### src/hdl/dthd_pkg.sv
// Package with shared types, codes and constants of the DER TLV header decoder.
`timescale 1ns / 1ps
package dthd_pkg;

  localparam int MAX_LENGTH_BYTES = 8;
  localparam int AVAILABLE_BITS = 32;
  localparam int QUEUE_DEPTH = 2;
  localparam int QUEUE_PTR_W = $clog2(QUEUE_DEPTH);
  localparam int QUEUE_CNT_W = $clog2(QUEUE_DEPTH + 1);
  localparam int LEN_CNT_W = $clog2(MAX_LENGTH_BYTES + 1);

  localparam logic [7:0] LONG_FORM_BIT = 8'h80;
  localparam logic [7:0] LENGTH_COUNT_MASK = 8'h7F;

  localparam logic [2:0] KIND_CONTEXT = 3'd0;
  localparam logic [2:0] KIND_BITSTRING = 3'd1;
  localparam logic [2:0] KIND_OCTETSTRING = 3'd2;
  localparam logic [2:0] KIND_NULL = 3'd3;
  localparam logic [2:0] KIND_OBJECT = 3'd4;
  localparam logic [2:0] KIND_SEQUENCE = 3'd5;
  localparam logic [2:0] KIND_NONE = 3'd6;

  localparam logic [2:0] ST_OK = 3'd0;
  localparam logic [2:0] ST_TOO_SHORT = 3'd1;
  localparam logic [2:0] ST_HDR_TRUNC = 3'd2;
  localparam logic [2:0] ST_BAD_TAG = 3'd3;
  localparam logic [2:0] ST_LEN_WIDE = 3'd4;
  localparam logic [2:0] ST_CONTENT_TRUNC = 3'd5;

  localparam logic [1:0] CLASS_UNIVERSAL = 2'd0;
  localparam logic [1:0] CLASS_CONTEXT = 2'd2;

  localparam logic [4:0] TAG_BITSTRING = 5'd3;
  localparam logic [4:0] TAG_OCTETSTRING = 5'd4;
  localparam logic [4:0] TAG_NULL = 5'd5;
  localparam logic [4:0] TAG_OBJECT = 5'd6;
  localparam logic [4:0] TAG_SEQUENCE = 5'd16;

  typedef enum logic [1:0] {
    PH_IDLE,
    PH_FIRST_LEN,
    PH_LONG_LEN
  } phase_t;

  typedef struct packed {
    logic [7:0]  data_byte;
    logic        item_start;
    logic [31:0] bytes_available;
  } req_t;

  typedef struct packed {
    logic [1:0]  tag_class;
    logic [4:0]  tag_number;
    logic [2:0]  item_kind;
    logic [3:0]  header_length;
    logic [63:0] content_length;
    logic [2:0]  status;
  } rsp_t;

  typedef struct packed {
    logic [1:0]                tag_class;
    logic [4:0]                tag_number;
    logic [2:0]                item_kind;
    logic [3:0]                header_length;
    logic [63:0]               content_length;
    logic [2:0]                status;
    logic                      check;
    logic [AVAILABLE_BITS-1:0] avail;
  } entry_t;

  typedef struct packed {
    logic   push;
    entry_t entry;
  } push_t;

  typedef struct packed {
    logic   valid;
    entry_t entry;
  } head_t;

  function automatic logic [2:0] kind_of(input logic [7:0] t);
    logic [2:0] k;
    k = KIND_NONE;
    if (t[7:6] == CLASS_CONTEXT) begin
      k = KIND_CONTEXT;
    end else if (t[7:6] == CLASS_UNIVERSAL) begin
      case (t[4:0])
        TAG_BITSTRING:   k = KIND_BITSTRING;
        TAG_OCTETSTRING: k = KIND_OCTETSTRING;
        TAG_NULL:        k = KIND_NULL;
        TAG_OBJECT:      k = KIND_OBJECT;
        TAG_SEQUENCE:    k = KIND_SEQUENCE;
        default:         k = KIND_NONE;
      endcase
    end
    return k;
  endfunction

endpackage

### src/hdl/dthd_front.sv
// Front end: takes element bytes, parses tag and length, and queues header requests.
`timescale 1ns / 1ps
module dthd_front (
  input  logic          clk,
  input  logic          rst,
  input  logic          req_valid,
  input  logic          req_stall,
  input  dthd_pkg::req_t req_data,
  output dthd_pkg::push_t push
);
  import dthd_pkg::*;

  phase_t                    phase, phase_next;
  logic [7:0]                tag_byte, tag_byte_next;
  logic [LEN_CNT_W-1:0]      length_bytes_left, length_bytes_left_next;
  logic [LEN_CNT_W-1:0]      length_byte_count, length_byte_count_next;
  logic [63:0]               length_accumulator, length_accumulator_next;
  logic [AVAILABLE_BITS-1:0] available_count, available_count_next;
  logic                      accept;
  logic [6:0]                n;
  logic [2:0]                kind;

  always_ff @(posedge clk) begin
    if (rst) begin
      phase <= PH_IDLE;
      tag_byte <= '0;
      length_bytes_left <= '0;
      length_byte_count <= '0;
      length_accumulator <= '0;
      available_count <= '0;
    end else begin
      phase <= phase_next;
      tag_byte <= tag_byte_next;
      length_bytes_left <= length_bytes_left_next;
      length_byte_count <= length_byte_count_next;
      length_accumulator <= length_accumulator_next;
      available_count <= available_count_next;
    end
  end

  always_comb begin
    accept = req_valid && !req_stall;
    n = 7'(req_data.data_byte & LENGTH_COUNT_MASK);
    kind = kind_of(tag_byte);
    phase_next = phase;
    tag_byte_next = tag_byte;
    length_bytes_left_next = length_bytes_left;
    length_byte_count_next = length_byte_count;
    length_accumulator_next = length_accumulator;
    available_count_next = available_count;
    push = '0;
    push.entry.tag_class = tag_byte[7:6];
    push.entry.tag_number = tag_byte[4:0];
    push.entry.item_kind = KIND_NONE;
    push.entry.status = ST_OK;
    push.entry.avail = available_count;
    if (accept) begin
      if (req_data.item_start) begin
        available_count_next = req_data.bytes_available[AVAILABLE_BITS-1:0];
        tag_byte_next = req_data.data_byte;
        length_bytes_left_next = '0;
        length_byte_count_next = '0;
        length_accumulator_next = '0;
        if (req_data.bytes_available[AVAILABLE_BITS-1:0] < AVAILABLE_BITS'(2)) begin
          push.push = 1'b1;
          push.entry.tag_class = '0;
          push.entry.tag_number = '0;
          push.entry.status = ST_TOO_SHORT;
          phase_next = PH_IDLE;
        end else begin
          phase_next = PH_FIRST_LEN;
        end
      end else begin
        unique case (phase)
          PH_FIRST_LEN: begin
            push.push = 1'b1;
            phase_next = PH_IDLE;
            if ((req_data.data_byte & LONG_FORM_BIT) == 8'h00) begin
              if (kind == KIND_NONE) begin
                push.entry.status = ST_BAD_TAG;
              end else begin
                push.entry.item_kind = kind;
                push.entry.header_length = 4'd2;
                push.entry.content_length = 64'(req_data.data_byte);
                push.entry.check = 1'b1;
              end
            end else if (AVAILABLE_BITS'(n) + AVAILABLE_BITS'(2) > available_count) begin
              push.entry.status = ST_HDR_TRUNC;
            end else if (kind == KIND_NONE) begin
              push.entry.status = ST_BAD_TAG;
            end else if (n > 7'(MAX_LENGTH_BYTES)) begin
              push.entry.item_kind = kind;
              push.entry.status = ST_LEN_WIDE;
            end else if (n == 7'd0) begin
              push.entry.item_kind = kind;
              push.entry.header_length = 4'd2;
              push.entry.check = 1'b1;
            end else begin
              push.push = 1'b0;
              length_bytes_left_next = LEN_CNT_W'(n);
              length_byte_count_next = LEN_CNT_W'(n);
              length_accumulator_next = '0;
              phase_next = PH_LONG_LEN;
            end
          end
          PH_LONG_LEN: begin
            length_accumulator_next = {length_accumulator[55:0], req_data.data_byte};
            length_bytes_left_next = length_bytes_left - LEN_CNT_W'(1);
            if (length_bytes_left == LEN_CNT_W'(1)) begin
              push.push = 1'b1;
              push.entry.item_kind = kind;
              push.entry.header_length = 4'd2 + 4'(length_byte_count);
              push.entry.content_length = {length_accumulator[55:0], req_data.data_byte};
              push.entry.check = 1'b1;
              phase_next = PH_IDLE;
            end
          end
          default: begin
            phase_next = PH_IDLE;
          end
        endcase
      end
    end
  end

  a_push_on_accept: assert property (@(posedge clk) disable iff (rst)
    push.push |-> (req_valid && !req_stall))
    else $error("Header request queued without an accepted byte.");

  a_long_has_bytes: assert property (@(posedge clk) disable iff (rst)
    (phase == PH_LONG_LEN) |-> (length_bytes_left != '0))
    else $error("Long length phase with no length bytes left.");

  a_start_enters_len: assert property (@(posedge clk) disable iff (rst)
    (accept && req_data.item_start && !push.push) |=> (phase == PH_FIRST_LEN))
    else $error("Element start did not enter the length phase.");

endmodule

### src/hdl/dthd_queue.sv
// Short queue of header requests between the front end and the back end.
`timescale 1ns / 1ps
module dthd_queue (
  input  logic            clk,
  input  logic            rst,
  input  dthd_pkg::push_t push,
  input  logic            pop,
  output logic            full,
  output dthd_pkg::head_t head
);
  import dthd_pkg::*;

  entry_t                 slots [QUEUE_DEPTH];
  logic [QUEUE_PTR_W-1:0] wr_ptr, rd_ptr;
  logic [QUEUE_CNT_W-1:0] count;
  logic                   do_pop;

  assign full = (count == QUEUE_CNT_W'(QUEUE_DEPTH));
  assign head.valid = (count != '0);
  assign head.entry = slots[rd_ptr];
  assign do_pop = pop && head.valid;

  always_ff @(posedge clk) begin
    if (push.push) begin
      slots[wr_ptr] <= push.entry;
    end
  end

  always_ff @(posedge clk) begin
    if (rst) begin
      wr_ptr <= '0;
      rd_ptr <= '0;
      count <= '0;
    end else begin
      if (push.push) begin
        wr_ptr <= (wr_ptr == QUEUE_PTR_W'(QUEUE_DEPTH - 1)) ? '0 : wr_ptr + QUEUE_PTR_W'(1);
      end
      if (do_pop) begin
        rd_ptr <= (rd_ptr == QUEUE_PTR_W'(QUEUE_DEPTH - 1)) ? '0 : rd_ptr + QUEUE_PTR_W'(1);
      end
      if (push.push && !do_pop) begin
        count <= count + QUEUE_CNT_W'(1);
      end else if (!push.push && do_pop) begin
        count <= count - QUEUE_CNT_W'(1);
      end
    end
  end

  a_no_push_full: assert property (@(posedge clk) disable iff (rst)
    push.push |-> (!full || do_pop))
    else $error("Request pushed into a full queue.");

endmodule

### src/hdl/dthd_back.sv
// Back end: final content length check and the registered result output.
`timescale 1ns / 1ps
module dthd_back (
  input  logic            clk,
  input  logic            rst,
  input  dthd_pkg::head_t head,
  output logic            pop,
  output logic            rsp_valid,
  input  logic            rsp_stall,
  output dthd_pkg::rsp_t  rsp_data
);
  import dthd_pkg::*;

  rsp_t        result;
  logic        load;
  logic [64:0] total;
  logic        trunc;

  always_comb begin
    total = {1'b0, head.entry.content_length} + 65'(head.entry.header_length);
    trunc = head.entry.check && (total > 65'(head.entry.avail));
    result.tag_class = head.entry.tag_class;
    result.tag_number = head.entry.tag_number;
    result.item_kind = head.entry.item_kind;
    result.header_length = head.entry.header_length;
    result.content_length = trunc ? 64'd0 : head.entry.content_length;
    result.status = trunc ? ST_CONTENT_TRUNC : head.entry.status;
    load = !rsp_valid || !rsp_stall;
    pop = load && head.valid;
  end

  always_ff @(posedge clk) begin
    if (rst) begin
      rsp_valid <= 1'b0;
    end else if (load) begin
      rsp_valid <= head.valid;
    end
  end

  always_ff @(posedge clk) begin
    if (pop) begin
      rsp_data <= result;
    end
  end

  a_trunc_zero_len: assert property (@(posedge clk) disable iff (rst)
    (rsp_valid && rsp_data.status == ST_CONTENT_TRUNC) |-> (rsp_data.content_length == 64'd0))
    else $error("Truncated content reported with a nonzero length.");

endmodule

### src/hdl/der_tlv_header_decoder_core.sv
// Top level of the DER TLV header decoder: front end, request queue and back end.
// Throughput: one byte per cycle unless the queue is full; one header result per element.
// The last header byte queues a request; the output register loads it when not stalled.
// The two-entry request queue plus the output register absorb output stalls.
// Synchronous active-high reset returns the parser to idle and empties the queue.
`timescale 1ns / 1ps
module der_tlv_header_decoder_core (
  input  logic           clk,
  input  logic           rst,
  input  logic           req_valid,
  output logic           req_stall,
  input  dthd_pkg::req_t req_data,
  output logic           rsp_valid,
  input  logic           rsp_stall,
  output dthd_pkg::rsp_t rsp_data
);
  import dthd_pkg::*;

  push_t push;
  head_t head;
  logic  full;
  logic  pop;

  assign req_stall = full;

  dthd_front u_front (
    .clk       (clk),
    .rst       (rst),
    .req_valid (req_valid),
    .req_stall (req_stall),
    .req_data  (req_data),
    .push      (push)
  );

  dthd_queue u_queue (
    .clk  (clk),
    .rst  (rst),
    .push (push),
    .pop  (pop),
    .full (full),
    .head (head)
  );

  dthd_back u_back (
    .clk       (clk),
    .rst       (rst),
    .head      (head),
    .pop       (pop),
    .rsp_valid (rsp_valid),
    .rsp_stall (rsp_stall),
    .rsp_data  (rsp_data)
  );

endmodule
### config.mk
export PLATFORM = sky130hd
export DESIGN_NAME = der_tlv_header_decoder_core
export DESIGN_NICKNAME = d
export VERILOG_FILES = /design/src/hdl/dthd_pkg.sv /design/src/hdl/dthd_front.sv /design/src/hdl/dthd_queue.sv /design/src/hdl/dthd_back.sv /design/src/hdl/der_tlv_header_decoder_core.sv
export SDC_FILE = /design/constraint.sdc
export NUM_CORES = 1
export LEC_CHECK = 0
export BUFFER_PORTS_ARGS = -buffer_cell sky130_fd_sc_hd__buf_2
export CORE_ASPECT_RATIO = 0.6
export CORE_MARGIN = 3
export CORE_UTILIZATION = 63
export CTS_BUF_LIST = sky130_fd_sc_hd__clkbuf_4
export CTS_CLUSTER_DIAMETER = 120
export DETAILED_ROUTE_END_ITERATION = 8
export PLACE_DENSITY = 0.79
export SYNTH_ARGS = -nofsm -noshare
export SYNTH_HDL_FRONTEND = slang
export SYNTH_HIERARCHICAL = 1
export SYNTH_SLANG_ARGS = --single-unit
### constraint.sdc
create_clock -name clk -period 10.55 [get_ports clk]
set_input_delay 1.5825 -clock clk [delete_from_list [all_inputs] [get_ports clk]]
set_output_delay 1.5825 -clock clk [all_outputs]
set_load 0.05 [all_outputs]
# After elaboration in Yosys (flattened, before gate mapping)
# Memory sizes are Yosys's and may differ from the RTL's. A register that Yosys moved wholly into a read port is not among the register bits.
# Index checks and enable logic that the tools add are counted.
# op_classes
div,0
n_bitwise,0
reduce_logical,23
mux,72
n_shift,0
n_mul,0
n_eq_ne,22
order_cmp,4
n_addsub,8
# ops
operator,count
$mux 56,6
$mux 71,3
$pmux 71 s2,1
$pmux 56 s2,1
$mux 83,1
$add 64x4->65,1
$gt 65x32->1,1
$mux 64,1
$mux 4,10
$mux 7,5
$gt 32x32->1,1
$lt 32x2->1 const B,1
$mux 3,8
$mux 1,20
$mux 2,10
$eq 5x3->1 const B,3
$ne 3x3->1 const B,5
$pmux 3 s5,1
$reduce_and 7->1,2
$ne 2x2->1 const B,5
$add 7x2->8 const B,1
$logic_not 8->1,1
$mux 8,1
$pmux 4 s2,1
23 further kinds,39
# word_totals
n_memories,1
ram_bits,228
out_inout_bits,83
wordCells,146
register_bits,192
mem_bits_ro,0
in_bits,45
latchBits,0
# mem_list
memory,depth,word_bits,read_ports,rd_clocked_by_memory_dff,wr,line_no,source
u_queue.slots,2,114,1,1,1,dthd_queue.sv:13,entry_t slots [QUEUE_DEPTH];

# Logic depth before layout (Yosys ltp)
# depth
ltp_word,16
mapped_depth,25
mapped_depth_nobuf,20

# Hierarchy
# The synthesis kept the hierarchy.
# modules_own_cells
mod,area_each_um2,cells_each,n_inst
dthd_queue,8683.3,377,1
dthd_back,6059.6,622,1
dthd_front,5023.6,592,1

# Worst setup path before layout
# Ideal clock, no wire load.
# synth_timing
path_type,input to register
start,in rsp_stall
end,reg u_queue.count[1]
path_buffers,0
setup_ns,0.070
slack_ns,0.676
path_stages,5
t_required_ns,10.480
t_arrival_ns,9.804
cell_sequence,a21boi_0 > o21ai_0 > ha_1 > or3_1 > a21oi_1
# synth_between
elab_chain_cells,7
# synth_lines
element,line_no,source
"start, declared",der_tlv_header_decoder_core.sv:14,"input logic rsp_stall,"
$logic_not 1->1 (*),dthd_back.sv:28,load = !rsp_valid || !rsp_stall;
$logic_or 1x1->1 (*),dthd_back.sv:28,
$logic_and 1x1->1 (*),dthd_back.sv:29,pop = load && head.valid;
$logic_and 1x1->1 (*),dthd_queue.sv:21,assign do_pop = pop && head.valid;
$logic_not 1->1,dthd_queue.sv:41,if (push.push && !do_pop) begin
$logic_and 1x1->1,dthd_queue.sv:41,
$mux 2 / $reduce_bool 2->1 (equally long branches),n/a,
"end signal, assigned",dthd_queue.sv:42,count <= count + QUEUE_CNT_W'(1);
"end signal, assigned",dthd_queue.sv:44,count <= count - QUEUE_CNT_W'(1);
"end, declared",dthd_queue.sv:15,logic [QUEUE_CNT_W-1:0] count;
# Mark *: on every way between the ends. The rest lies on a longest branch, timed or not.
# A chain may end at the register's enable or synchronous reset.

==> qor.csv <==
metric,value,unit
first-pass GRT wire length,77200,um
area post-placement,20600,sq um
FF-to-FF setup slack,3340,ps
final WL,51500,um
Max VDD drop,0.000106,V
Post-Syn Area,19800,sq um
Boundary Pins,128,
syn nets,1688,
Worst Skew,69.8,ps
RSZ-0062 raised after global routing,no,
sequential-to-total area share from yosys stat,58.2,%
Synth area leader,edfxtp_1,
pwr dens,147,nW/um^2
P&R area growth vs syn,10.9,%
Main synth FF type,edfxtp_1,
Final ANT Viol Nets,0,
Leak,8.21,nW
worst min path class,reg2reg,
fmax,139,MHz
initial antenna violation count,4,
crit end category,register,
Port Buffer Count,127,
Die Ht,143,um
Final nets,1852,
period utilisation layout,68.3,%
R2R depth,19,
cell with the most instances after synthesis,edfxtp_1,
YS warnings,6,
Wirelength per Cell,22.9,um
fraction of registers with async set/reset,0,%
signal arrival time at the worst endpoint,7760,ps
gp weighted congestion,0.933,
Worst Tran Pin Value,1100,ps
number of max-cap violations,0,
total track usage,30.2,%
Hold Fails Final Rpt,0,
routed vias,13900,
startpoint types,register,
# setup viols final,0,
Die ar.,33600,sq um
vias in the first global route,13000,
fill count,2129,
Synth Instances,1591,
CTS Buf Count,95,
# hold bufs at CTS,0,
Worst slew margin,26.8,%
post-CTS resize count,0,
kind of critical path,reg2reg,
average cell area after synthesis,12.4,sq um
Netlist cell types,79,
Cell Rows,49,
Post-CTS Setup Bufs,0,
Core Region,30400,sq um
top cell type's share of synthesized area,46.9,%
Via density,6.20,
Pins Over Slew Limit,0,
post-detail-place hpwl,35500,um
"Clk pin slew, worst setup/hold paths",70,ps
Tmin final,7210,ps
share of layout cells above drive strength 1,26.1,%
total negative slack,0,ps
Reg-to-Reg End,u_back/rsp_data[0],
design area,21900,sq um
cell chosen for the clock root,clkbuf_4,
clk buf depth,3,
crit path capture,u_back/rsp_data[0],
drt pass-1 iters,7,
CP Max Fanout,36,
CTS tree,built,
"EDFF count, synth",309,
largest net degree at the start of global routing,74,
#FFs+latches synth,420,
DRT iter0 DRCs,2020,
status,completed,
clock latency on the worst-skew pair,820,ps
H-tree levels,3,
grt ovf,0,
chip width,235,um
CTS Sinks,420,
critical path required time,11100,ps
Hold Path Stages,2,
dominant cells by area after synthesis,"edfxtp_1, dfxtp_1, mux2_4",
Commonest cells post-synth,"edfxtp_1, nand2_1, dfxtp_1",
DRC,0,
Starting Density,65.0,%
[worst min path at each step]
stage / end / slack, ps / startpoint
CTS: u_front/tag_byte[7] / 460 / u_front/tag_byte[7]
finish: u_front/tag_byte[7] / 460 / u_front/tag_byte[7]
floorplan: u_front/length_byte_count[0] / 430 / u_front/length_byte_count[0]
detailed placement: u_front/tag_byte[7] / 450 / u_front/tag_byte[7]
global placement: u_front/tag_byte[7] / 440 / u_front/tag_byte[7]
global route: u_front/length_byte_count[2] / 490 / u_front/length_byte_count[2]
[cell type report]
cell class,count,area [sq um],share of cell area (%)
Tap cell,408,510,2.33
Clock inverter,26,146,0.668
Antenna cell,3,7.51,0.0342
Inverter,91,342,1.56
Clock buffer,152,1140,5.21
Sequential cell,420,11500,52.5
Multi-Input combinational cell,1003,7510,34.2
Timing Repair Buffer,144,763,3.48
[stage by stage]
step	setup WS (ps)	utilization [%]	cells	power, mW	hold slack, ps
floorplan	676	-	1591	1.89	433
global placement	3650	67.8	2066	1.93	444
detailed placement	3540	67.8	2066	1.93	455
CTS	3490	72.1	2244	3.24	464
global route	3160	72.1	2247	3.35	490
finish	3340	72.1	2247	3.23	463
[worst max-delay path, cell delays in order (launching register included)]
cell and delay, ps:
dfxtp_4 740, buf_4 690, mux2_2 450, ha_1 350, nor2b_1 190, o21ai_0 190, nand2_1 290, nand2_1 230
or3_1 450, nor3_1 200, xnor2_1 170, ha_1 270, nand4_1 110, nor3_1 100, a221oi_1 260, o21ai_0 170
o21ai_0 350, o2111ai_1 160, or4_2 1170, o22a_1 360
[cells by family (layout without fill, tap and decap cells)]
kind of cell	Yosys count	in the layout	share of synthesized area (%)
buffers and inverters	168	413	4.09
AO/OA/AOI/OAI	268	268	10.4
flip-flops	420	420	58.2
XOR/XNOR	45	45	1.99
multiplexers	122	122	8.05
AND/OR/NAND/NOR	516	516	14.0
other	0	3	0
adder cells (fa/ha/maj)	52	52	3.33
[placed cells by master, fill, tap and decap left out, drive strengths merged, types with 38 or more instances in the layout]
cell    synthesis  final
nand2         131    131
edfxtp        309    309
and2           69     69
nor2           58     58
a22o           57     57
dfxtp         111    111
nor2b          41     41
ha             51     51
nand3          72     72
buf            36    144
xnor2          38     38
mux2          115    115
inv            91     93
clkbuf         41    152
a21oi          75     75
[where the power goes]
group          internal, mW  switching, mW  total (mW)
Combinational        0.0404         0.0847       0.125
Clock                 0.682          0.644        1.33
Sequential             1.76         0.0103        1.77
[sequential cells by signal, indices dropped and copies added, names as in the netlist, named ones only]
name,count
u_front/length_accumulator,56
u_front/available_count,32
u_back/rsp_valid,1
u_front/length_byte_count,4
u_back/rsp_data,81
u_queue/rd_ptr,1
u_queue/count,2
u_front/length_bytes_left,4
u_queue/wr_ptr,1
u_front/tag_byte,7
u_front/phase,2
u_queue/slots,228
[per-layer routing]
metal,routed length (um),GRT usage [%]
met1,23400,46.9
met2,20900,40.9
met3,6530,10.2
met4,575,6.40
met5,13,0
No activity file was read; power rests on OpenSTA's default activity.
